[config.mk]
export PLATFORM = sky130hd
export DESIGN_NAME = rpm_to_timer_period
export DESIGN_NICKNAME = d
export VERILOG_FILES = /design/src/rtl/rtp_pkg.sv /design/src/rtl/rtp_div_cell.sv /design/src/rtl/rtp_prescale.sv /design/src/rtl/rpm_to_timer_period.sv
export SDC_FILE = /design/constraint.sdc
export NUM_CORES = 2
export LEC_CHECK = 0
export BUFFER_PORTS_ARGS = -buffer_cell sky130_fd_sc_hd__buf_2
export CORE_AREA = 2 2 356 358
export DETAILED_ROUTE_END_ITERATION = 16
export DIE_AREA = 0 0 358 360
export PLACE_DENSITY = 0.59
export SLEW_MARGIN = 20
export SYNTH_ARGS = -nofsm -noshare
export SYNTH_HDL_FRONTEND = slang
export SYNTH_SLANG_ARGS = --single-unit
[constraint.sdc]
create_clock -name clk_i -period 41.7 [get_ports clk_i]
set_input_delay 8.34 -clock clk_i [delete_from_list [all_inputs] [get_ports clk_i]]
set_output_delay 8.34 -clock clk_i [all_outputs]
set_load 0.02 [all_outputs]
[src/rtl/rtp_pkg.sv]
// rtp_pkg: shared widths, constants, prescaler codes and the pipeline
// stage struct for the rpm_to_timer_period block. No dependencies.
package rtp_pkg;

  localparam int RPM_W  = 16;
  localparam int RATE_W = 13;
  localparam int DIV_W  = 25;   // width of the tick clock constant
  localparam int PER_W  = 16;
  localparam int CODE_W = 2;

  localparam logic [RPM_W-1:0]  RPM_MIN    = 16'd10;
  localparam logic [RPM_W-1:0]  RPM_MAX    = 16'd10000;
  localparam logic [RATE_W-1:0] RATE_CAP   = 13'd5000;
  localparam logic [DIV_W-1:0]  TICK_CLOCK = 25'd29491200;

  localparam logic [CODE_W-1:0] PS_DIV1   = 2'd0;
  localparam logic [CODE_W-1:0] PS_DIV8   = 2'd1;
  localparam logic [CODE_W-1:0] PS_DIV64  = 2'd2;
  localparam logic [CODE_W-1:0] PS_DIV256 = 2'd3;

  // One slot of the divider chain.
  typedef struct packed {
    logic              valid;
    logic              oor;
    logic [RATE_W-1:0] rate;
    logic [RATE_W-1:0] rem;
    logic [DIV_W-1:0]  quo;
  } stage_t;

endpackage

[src/rtl/rtp_div_cell.sv]
// rtp_div_cell: one restoring-division step of the divider chain.
// Depends on rtp_pkg (stage_t, widths).
module rtp_div_cell (
  input  logic            clk_i,
  input  logic            rst_ni,
  input  logic            en_i,
  input  logic            dbit_i,
  input  rtp_pkg::stage_t stage_i,
  output rtp_pkg::stage_t stage_o
);

  logic [rtp_pkg::RATE_W:0]   trial;
  logic [rtp_pkg::RATE_W:0]   diff;
  logic                       fits;
  rtp_pkg::stage_t            stage_d;
  rtp_pkg::stage_t            stage_q;
  logic                       valid_q;

  // Bring down the next dividend bit, subtract when the divisor fits.
  always_comb begin
    trial   = {stage_i.rem, dbit_i};
    fits    = (trial >= {1'b0, stage_i.rate});
    diff    = trial - {1'b0, stage_i.rate};
    stage_d = stage_i;
    stage_d.rem = fits ? diff[rtp_pkg::RATE_W-1:0] : trial[rtp_pkg::RATE_W-1:0];
    stage_d.quo = {stage_i.quo[rtp_pkg::DIV_W-2:0], fits};
  end

  always_ff @(posedge clk_i or negedge rst_ni) begin
    if (!rst_ni) begin
      valid_q <= 1'b0;
    end else if (en_i) begin
      valid_q <= stage_i.valid;
    end
  end

  always_ff @(posedge clk_i) begin
    if (en_i) begin
      stage_q <= stage_d;
    end
  end

  always_comb begin
    stage_o       = stage_q;
    stage_o.valid = valid_q;
  end

endmodule

[src/rtl/rtp_prescale.sv]
// rtp_prescale: turns the quotient into ticks, picks the prescaler and
// holds the result register. Depends on rtp_pkg.
module rtp_prescale (
  input  logic                       clk_i,
  input  logic                       rst_ni,
  input  logic                       en_i,
  input  rtp_pkg::stage_t            stage_i,
  output logic                       valid_o,
  output logic                       out_of_range_o,
  output logic [rtp_pkg::CODE_W-1:0] prescale_code_o,
  output logic [rtp_pkg::PER_W-1:0]  period_count_o,
  output logic [rtp_pkg::RATE_W-1:0] sample_hz_o
);

  logic [rtp_pkg::DIV_W-1:0]  ticks;
  logic [rtp_pkg::CODE_W-1:0] code_d, code_q;
  logic [rtp_pkg::PER_W-1:0]  period_d, period_q;
  logic [rtp_pkg::RATE_W-1:0] hz_d, hz_q;
  logic                       oor_q;
  logic                       valid_q;

  always_comb begin
    ticks = stage_i.quo - {{(rtp_pkg::DIV_W-1){1'b0}}, 1'b1};
    priority if (ticks[rtp_pkg::DIV_W-1:16] == '0) begin
      code_d   = rtp_pkg::PS_DIV1;
      period_d = ticks[15:0];
    end else if (ticks[rtp_pkg::DIV_W-1:19] == '0) begin
      code_d   = rtp_pkg::PS_DIV8;
      period_d = ticks[18:3];
    end else if (ticks[rtp_pkg::DIV_W-1:22] == '0) begin
      code_d   = rtp_pkg::PS_DIV64;
      period_d = ticks[21:6];
    end else begin
      code_d   = rtp_pkg::PS_DIV256;
      period_d = ticks[23:8];
    end
    hz_d = stage_i.rate;
    // Drop the code, period and rate fields to zero for a rejected speed.
    if (stage_i.oor) begin
      code_d   = rtp_pkg::PS_DIV1;
      period_d = '0;
      hz_d     = '0;
    end
  end

  always_ff @(posedge clk_i or negedge rst_ni) begin
    if (!rst_ni) begin
      valid_q <= 1'b0;
    end else if (en_i) begin
      valid_q <= stage_i.valid;
    end
  end

  always_ff @(posedge clk_i) begin
    if (en_i) begin
      oor_q    <= stage_i.oor;
      code_q   <= code_d;
      period_q <= period_d;
      hz_q     <= hz_d;
    end
  end

  assign valid_o         = valid_q;
  assign out_of_range_o  = oor_q;
  assign prescale_code_o = code_q;
  assign period_count_o  = period_q;
  assign sample_hz_o     = hz_q;

endmodule

[src/rtl/rpm_to_timer_period.sv]
// rpm_to_timer_period: motor speed to sampling timer setup, top level.
// A result passes the division cells, then the result register, to the output.
// Throughput: one request per cycle unless the output stalls; a chain of 25
// division cells, one quotient bit each, plus the result register, in lockstep.
// Reset (rst_ni low, asynchronous) empties the chain and the output register.
// Depends on rtp_pkg, rtp_div_cell and rtp_prescale.
module rpm_to_timer_period (
  input  logic                       clk_i,
  input  logic                       rst_ni,
  // request channel
  input  logic                       valid_i,
  output logic                       stall_o,
  input  logic [rtp_pkg::RPM_W-1:0]  rpm_i,
  // result channel
  output logic                       valid_o,
  input  logic                       stall_i,
  output logic                       out_of_range_o,
  output logic [rtp_pkg::CODE_W-1:0] prescale_code_o,
  output logic [rtp_pkg::PER_W-1:0]  period_count_o,
  output logic [rtp_pkg::RATE_W-1:0] sample_hz_o
);

  // The chain advances as one; it only holds when a finished result sits
  // in the output register and the consumer stalls it. Empty slots keep
  // moving, so a request enters every cycle the output is free or taken.
  logic            advance;
  logic [rtp_pkg::RPM_W-2:0] half_rpm;
  logic [rtp_pkg::RATE_W-1:0] rate;
  logic            oor;
  rtp_pkg::stage_t chain [0:rtp_pkg::DIV_W];

  assign advance = !(valid_o && stall_i);
  assign stall_o = !advance;

  // Range check and rate: floor(rpm/2), capped at the rate limit. A zero
  // rate cannot pass the range check, but is rejected all the same.
  always_comb begin
    half_rpm = rpm_i[rtp_pkg::RPM_W-1:1];
    if (half_rpm > {2'b00, rtp_pkg::RATE_CAP}) begin
      rate = rtp_pkg::RATE_CAP;
    end else begin
      rate = half_rpm[rtp_pkg::RATE_W-1:0];
    end
    oor = (rpm_i < rtp_pkg::RPM_MIN) || (rpm_i > rtp_pkg::RPM_MAX) || (rate == '0);
  end

  // Head of the chain: partial remainder and quotient start at zero.
  assign chain[0] = '{valid: valid_i, oor: oor, rate: rate, rem: '0, quo: '0};

  // One cell per quotient bit, fed the tick clock constant MSB first.
  for (genvar k = 0; k < rtp_pkg::DIV_W; k++) begin : g_cell
    rtp_div_cell u_cell (
      .clk_i   (clk_i),
      .rst_ni  (rst_ni),
      .en_i    (advance),
      .dbit_i  (rtp_pkg::TICK_CLOCK[rtp_pkg::DIV_W-1-k]),
      .stage_i (chain[k]),
      .stage_o (chain[k+1])
    );
  end

  // Ticks = quotient - 1, prescaler pick, result register.
  rtp_prescale u_prescale (
    .clk_i           (clk_i),
    .rst_ni          (rst_ni),
    .en_i            (advance),
    .stage_i         (chain[rtp_pkg::DIV_W]),
    .valid_o         (valid_o),
    .out_of_range_o  (out_of_range_o),
    .prescale_code_o (prescale_code_o),
    .period_count_o  (period_count_o),
    .sample_hz_o     (sample_hz_o)
  );

endmodule

# Word-level counts from Yosys, hierarchy flattened
# Cells that the tools add are included.
[classes]
n_addsub = 25
multipliers = 0
div = 0
n_lt_le_gt_ge = 28
eq_ne = 0
shifts = 0
mux = 29
n_bitwise = 0
n_reduce_logical = 9
[op_table]
columns = ["op", "n"]
rows = [
  ["$ge 14x13->1", 24],
  ["$mux 13", 24],
  ["$sub 13x13->13", 23],
  ["$mux 16", 3],
  ["$sub 25x1->25 const B", 1],
  ["$gt 16x14->1 const B", 1],
  ["$lt 16x4->1 const B", 1],
  ["$gt 15x13->1 const B", 1],
  ["$ge 1x13->1 const A", 1],
  ["$logic_not 13->1", 1],
  ["$sub 1x13->13 const A", 1],
  ["$logic_not 9->1", 1],
  ["$logic_not 6->1", 1],
  ["$logic_not 3->1", 1],
  ["$reduce_or 3->1", 1],
  ["$logic_or 1x1->1", 2],
  ["$mux 1", 2],
  ["$reduce_or 2->1", 1],
  ["$logic_and 1x1->1", 1],
]
[word_totals]
regBits = 1045
latchBits = 0
ram_bits = 0
rom_bits = 0
input_bits = 20
output_inout_bits = 34
word_cells = 244
n_memories = 0

# Longest topological paths before layout
[depth]
depth_word = 5
mapped_depth = 13
ltp_nobuf = 11

# Modules after synthesis
# A second synthesis with hierarchy kept.
[unflattened]
cells_unflattened = 4585
hier_area_um2 = 65237.6
[by_module_without_submodules]
columns = ["module", "instances", "cells_per_inst", "area_each_um2", "seq_area_each_um2"]
rows = [
  ["rtp_div_cell", 25, 173, 2512.4, 1586.5],
  ["rtp_prescale", 1, 223, 2180.8, 985.9],
  ["rpm_to_timer_period", 1, 37, 246.5, 0.0],
]

# Worst setup path after synthesis
# OpenSTA, ideal clock, no wires.
[synth_timing]
kind = "input to output"
start = "input stall_i"
end = "output stall_o"
t_arrival_ps = 40894
t_required_ps = 33360
setup_slack_ps = -7534
stages = 3
n_path_buf = 1
path_cell_list = "nand2_1 -> clkbuf_1 -> inv_1"
[synth_via]
elab_chain_len = 1
[synth_rtl]
columns = ["element", "line_no", "rtl"]
rows = [
  ["start: declaration", "rpm_to_timer_period.sv:16", "input logic stall_i,"],
  ["$logic_and 1x1->1", "rpm_to_timer_period.sv:32", "assign advance = !(valid_o && stall_i);"],
  ["end: declaration", "rpm_to_timer_period.sv:12", "output logic stall_o,"],
]
# Every way passes these cells.

# Worst setup path after layout
# Same ends and word-level chain as after synthesis.

==> metrics.md <==
| Metric | Value |
|---|---|
| Worst-Skew Late Latency | `0.70 ns` |
| Number of nets still failing antenna checks after routing | `0` |
| Final setup fails | `0` |
| Sequential cell area | `31300 um^2` |
| Fillers | `11300` |
| Post-synth EDFFs | `1019` |
| Sequential share of the synthesized area | `0.629` |
| Multi-input logic area | `16800 um^2` |
| Setup TNS | `0 ns` |
| DRT iter0 DRCs | `1832` |
| # placed instances | `5461` |
| Worst Setup End Kind | `output pin` |
| Min cycle time layout | `17.62 ns` |
| Unique masters post-synth | `71` |
| First-pass GRT wire length | `144 mm` |
| H-Tree Depth | `3` |
| Critical path cell sequence | `buf_2 > nand2_4 > inv_1 > buf_2` |
| Worst Tran Pin Value | `1.06 ns` |
| Crit Path Class | `primary input to output pin` |
| Top-area cell type share of the netlist area | `0.616` |
| Post-CTS Resized | `0` |
| Main synth FF type | `edfxtp_1` |
| Num CTS Buffers | `110` |
| Dpl hpwl | `62.7 mm` |
| Die Width | `358 um` |
| Tcrit/Tclk final | `0.423` |
| Finished Layout Cells | `5665` |
| Most common cell after layout, fill and taps aside | `edfxtp_1` |
| Post-synth top area cell | `edfxtp_1` |
| Routed WL | `88.6 mm` |
| Crit path largest cell delay | `0.31 ns` |
| Initial antenna violation count | `0` |
| CTS root buf | `clkbuf_16` |
| Clock Skew | `0.0498 ns` |
| Layout cell share with drive strength beyond 1 | `0.103` |
| Clk slew on worst S/H paths | `0.06 ns` |
| Via count | `28200` |
| Global Route Usage Sum | `0.138` |
| DRT Pass-1 Iters | `7` |
| Die extent in y | `360 um` |
| Post-synth ARST share | `0.0249` |
| GPL Wtd Cong | `0.832` |
| Final #Nets | `4278` |
| Clock sinks | `1045` |
| Via/cell ratio | `4.98` |
| Post-CTS setup buffers | `0` |
| RSZ-0062 raised after global routing | `no` |
| Finished Core Util | `0.447` |
| Crit Path Max Fanout | `30` |
| Final Slew Violations | `0` |
| Layout area overhead | `12.2%` |
| Starting density of the core | `0.398` |
| Hold bufs inserted after CTS | `0` |
| DRC viols | `0` |
| Die area | `129000 um^2` |
| Worst path arrival time | `9.28 ns` |
| Number of max-cap violations | `0` |
| Vias in the first global route | `27300` |
| GR Overflow Total | `0` |
| Type of origin of the critical path | `primary input` |
| Synthesized instance count | `3782` |
| Status | `finished clean` |
| PortBufs | `53` |
| Largest net degree at the start of global routing | `169` |
| Routed WL per cell | `15.6 um` |
| Fmax | `56.8 MHz` |
| TritonCTS clock tree | `done` |
| Main area contributors after synthesis | `edfxtp_1 62%, ha_1 7.8%, inv_1 3.1%, mux2_2 2.7%, xnor2_1 2.2%` |
| FF+latch count, synth | `1045` |
| Antenna Cells | `0` |
| Crit-path leading delay family | `buffers and inverters` |
| Num rows | `130` |
| Yosys warns | `0` |
| Crit-path slowest cell | `nand2_4` |
| Core area | `125000 um^2` |
| Post-Syn Area per Cell | `13.1 um^2` |
| Tightest Hold Check Type | `flop to flop` |
| Worst Path Buf+Inv | `3` |
| Syn Std Cell Area | `49700 um^2` |
| Most frequent cells in the layout | `1019 x edfxtp_1, 406 x inv_1, 310 x ha_1` |
| Final Hold Fails | `0` |
| Crit path top cell by count | `buf_2` |
| Max clock buf depth | `3` |
| Worst relative slew slack | `0.293` |
| CP required | `33.36 ns` |
| # IOs | `54` |
==> worst register-to-register path, stage by stage (launching register included) <==
cell,delay (ns)
dfrtp_1,0.41
nand2_4,0.34
buf_4,0.73
buf_4,0.77
buf_4,0.78
buf_4,0.85
==> routing by layer <==
metal,global-route usage,share of wire,up-vias
li1,-,-,14100
met1,0.185,0.46,13500
met2,0.229,0.48,448
met3,0.0251,0.038,132
met4,0.0421,0.026,0
met5,0,0,-
==> kinds of logic after synthesis <==
kind of cell | synth area share
AO/OA/AOI/OAI | 0.0893
XOR/XNOR | 0.0423
adder cells (fa/ha/maj) | 0.0873
buffers and inverters | 0.0353
flip-flops | 0.629
multiplexers | 0.0319
other | 0.0000755
AND/OR/NAND/NOR | 0.0849
==> layout make-up <==
class,instances,area share
Multi-Input combinational cell,2281,0.301
Clock inverter,54,0.0102
Timing Repair Buffer,80,0.00897
Tap cell,1650,0.0370
Inverter,407,0.0274
Clock buffer,148,0.0547
Sequential cell,1045,0.560
==> final timing paths <==
kind	startpoint	slack [ns]	depth (start not counted)	end
max	stall_i	24.08	4	stall_o
min	g_cell[23].u_cell.stage_o[3]$_DFFE_PN_	0.40	0	g_cell[24].u_cell.stage_o[4]$_DFFE_PN_
max reg2reg	u_prescale.valid_o$_DFFE_PN0N_	37.41	5	g_cell[16].u_cell.stage_o[51]$_DFFE_PN_
min reg2reg	g_cell[23].u_cell.stage_o[3]$_DFFE_PN_	0.40	0	g_cell[24].u_cell.stage_o[4]$_DFFE_PN_
max in group asynchronous	rst_ni	33.57	1	g_cell[8].u_cell.valid_q$_DFFE_PN0N_
min in group asynchronous	rst_ni	7.67	1	g_cell[1].u_cell.valid_q$_DFFE_PN0N_
==> per-stage QoR <==
stage / setup WS [ns] / instance area [um^2] / hold WS (ns)
floorplan: 9.85 / 49700 / 0.400
global placement: 24.01 / 52100 / 0.400
detailed placement: 23.98 / 52100 / 0.405
CTS: 23.99 / 55800 / 0.404
global route: 23.98 / 55800 / 0.406
finish: 24.08 / 55800 / 0.401
==> state kept, by name, indices dropped and copies added, names as in the netlist <==
| name | flops |
|---|---|
| g_cell.u_cell.stage_o | 987 |
| g_cell.u_cell.valid_q | 25 |
| u_prescale.period_count_o | 16 |
| u_prescale.sample_hz_o | 13 |
| u_prescale.prescale_code_o | 2 |
| u_prescale.out_of_range_o | 1 |
| u_prescale.valid_o | 1 |
==> synthesized netlist by cell type, types with 6 or more instances <==
| master | number |
|---|---|
| o32ai_1 | 12 |
| a21boi_0 | 7 |
| xor2_1 | 116 |
| dfrtp_1 | 26 |
| a41o_1 | 16 |
| mux2_2 | 119 |
| nor3_1 | 108 |
| and2_1 | 16 |
| a211oi_1 | 22 |
| a211oi_2 | 6 |
| o21ai_0 | 215 |
| buf_1 | 7 |
| nor2_1 | 167 |
| nand2_1 | 249 |
| o21bai_1 | 13 |
| xnor2_1 | 124 |
| nand4_1 | 53 |
| o21a_1 | 39 |
| nor4_1 | 9 |
| mux2i_1 | 18 |
| edfxtp_1 | 1019 |
| o21ai_1 | 7 |
| nand3_1 | 47 |
| or2_2 | 20 |
| o41ai_1 | 21 |
| nand2b_1 | 38 |
| inv_1 | 406 |
| mux2_1 | 6 |
| a21oi_1 | 201 |
| a21o_1 | 64 |
| nor2b_1 | 76 |
| clkbuf_1 | 37 |
| ha_1 | 310 |
| a211o_1 | 6 |
| and3_1 | 10 |
| fa_1 | 23 |
| o31ai_1 | 27 |
| or3_1 | 39 |
| o211ai_1 | 14 |
Power is not shown: default switching activity piles up to over one toggle a cycle in this logic, so the estimate is an artifact.
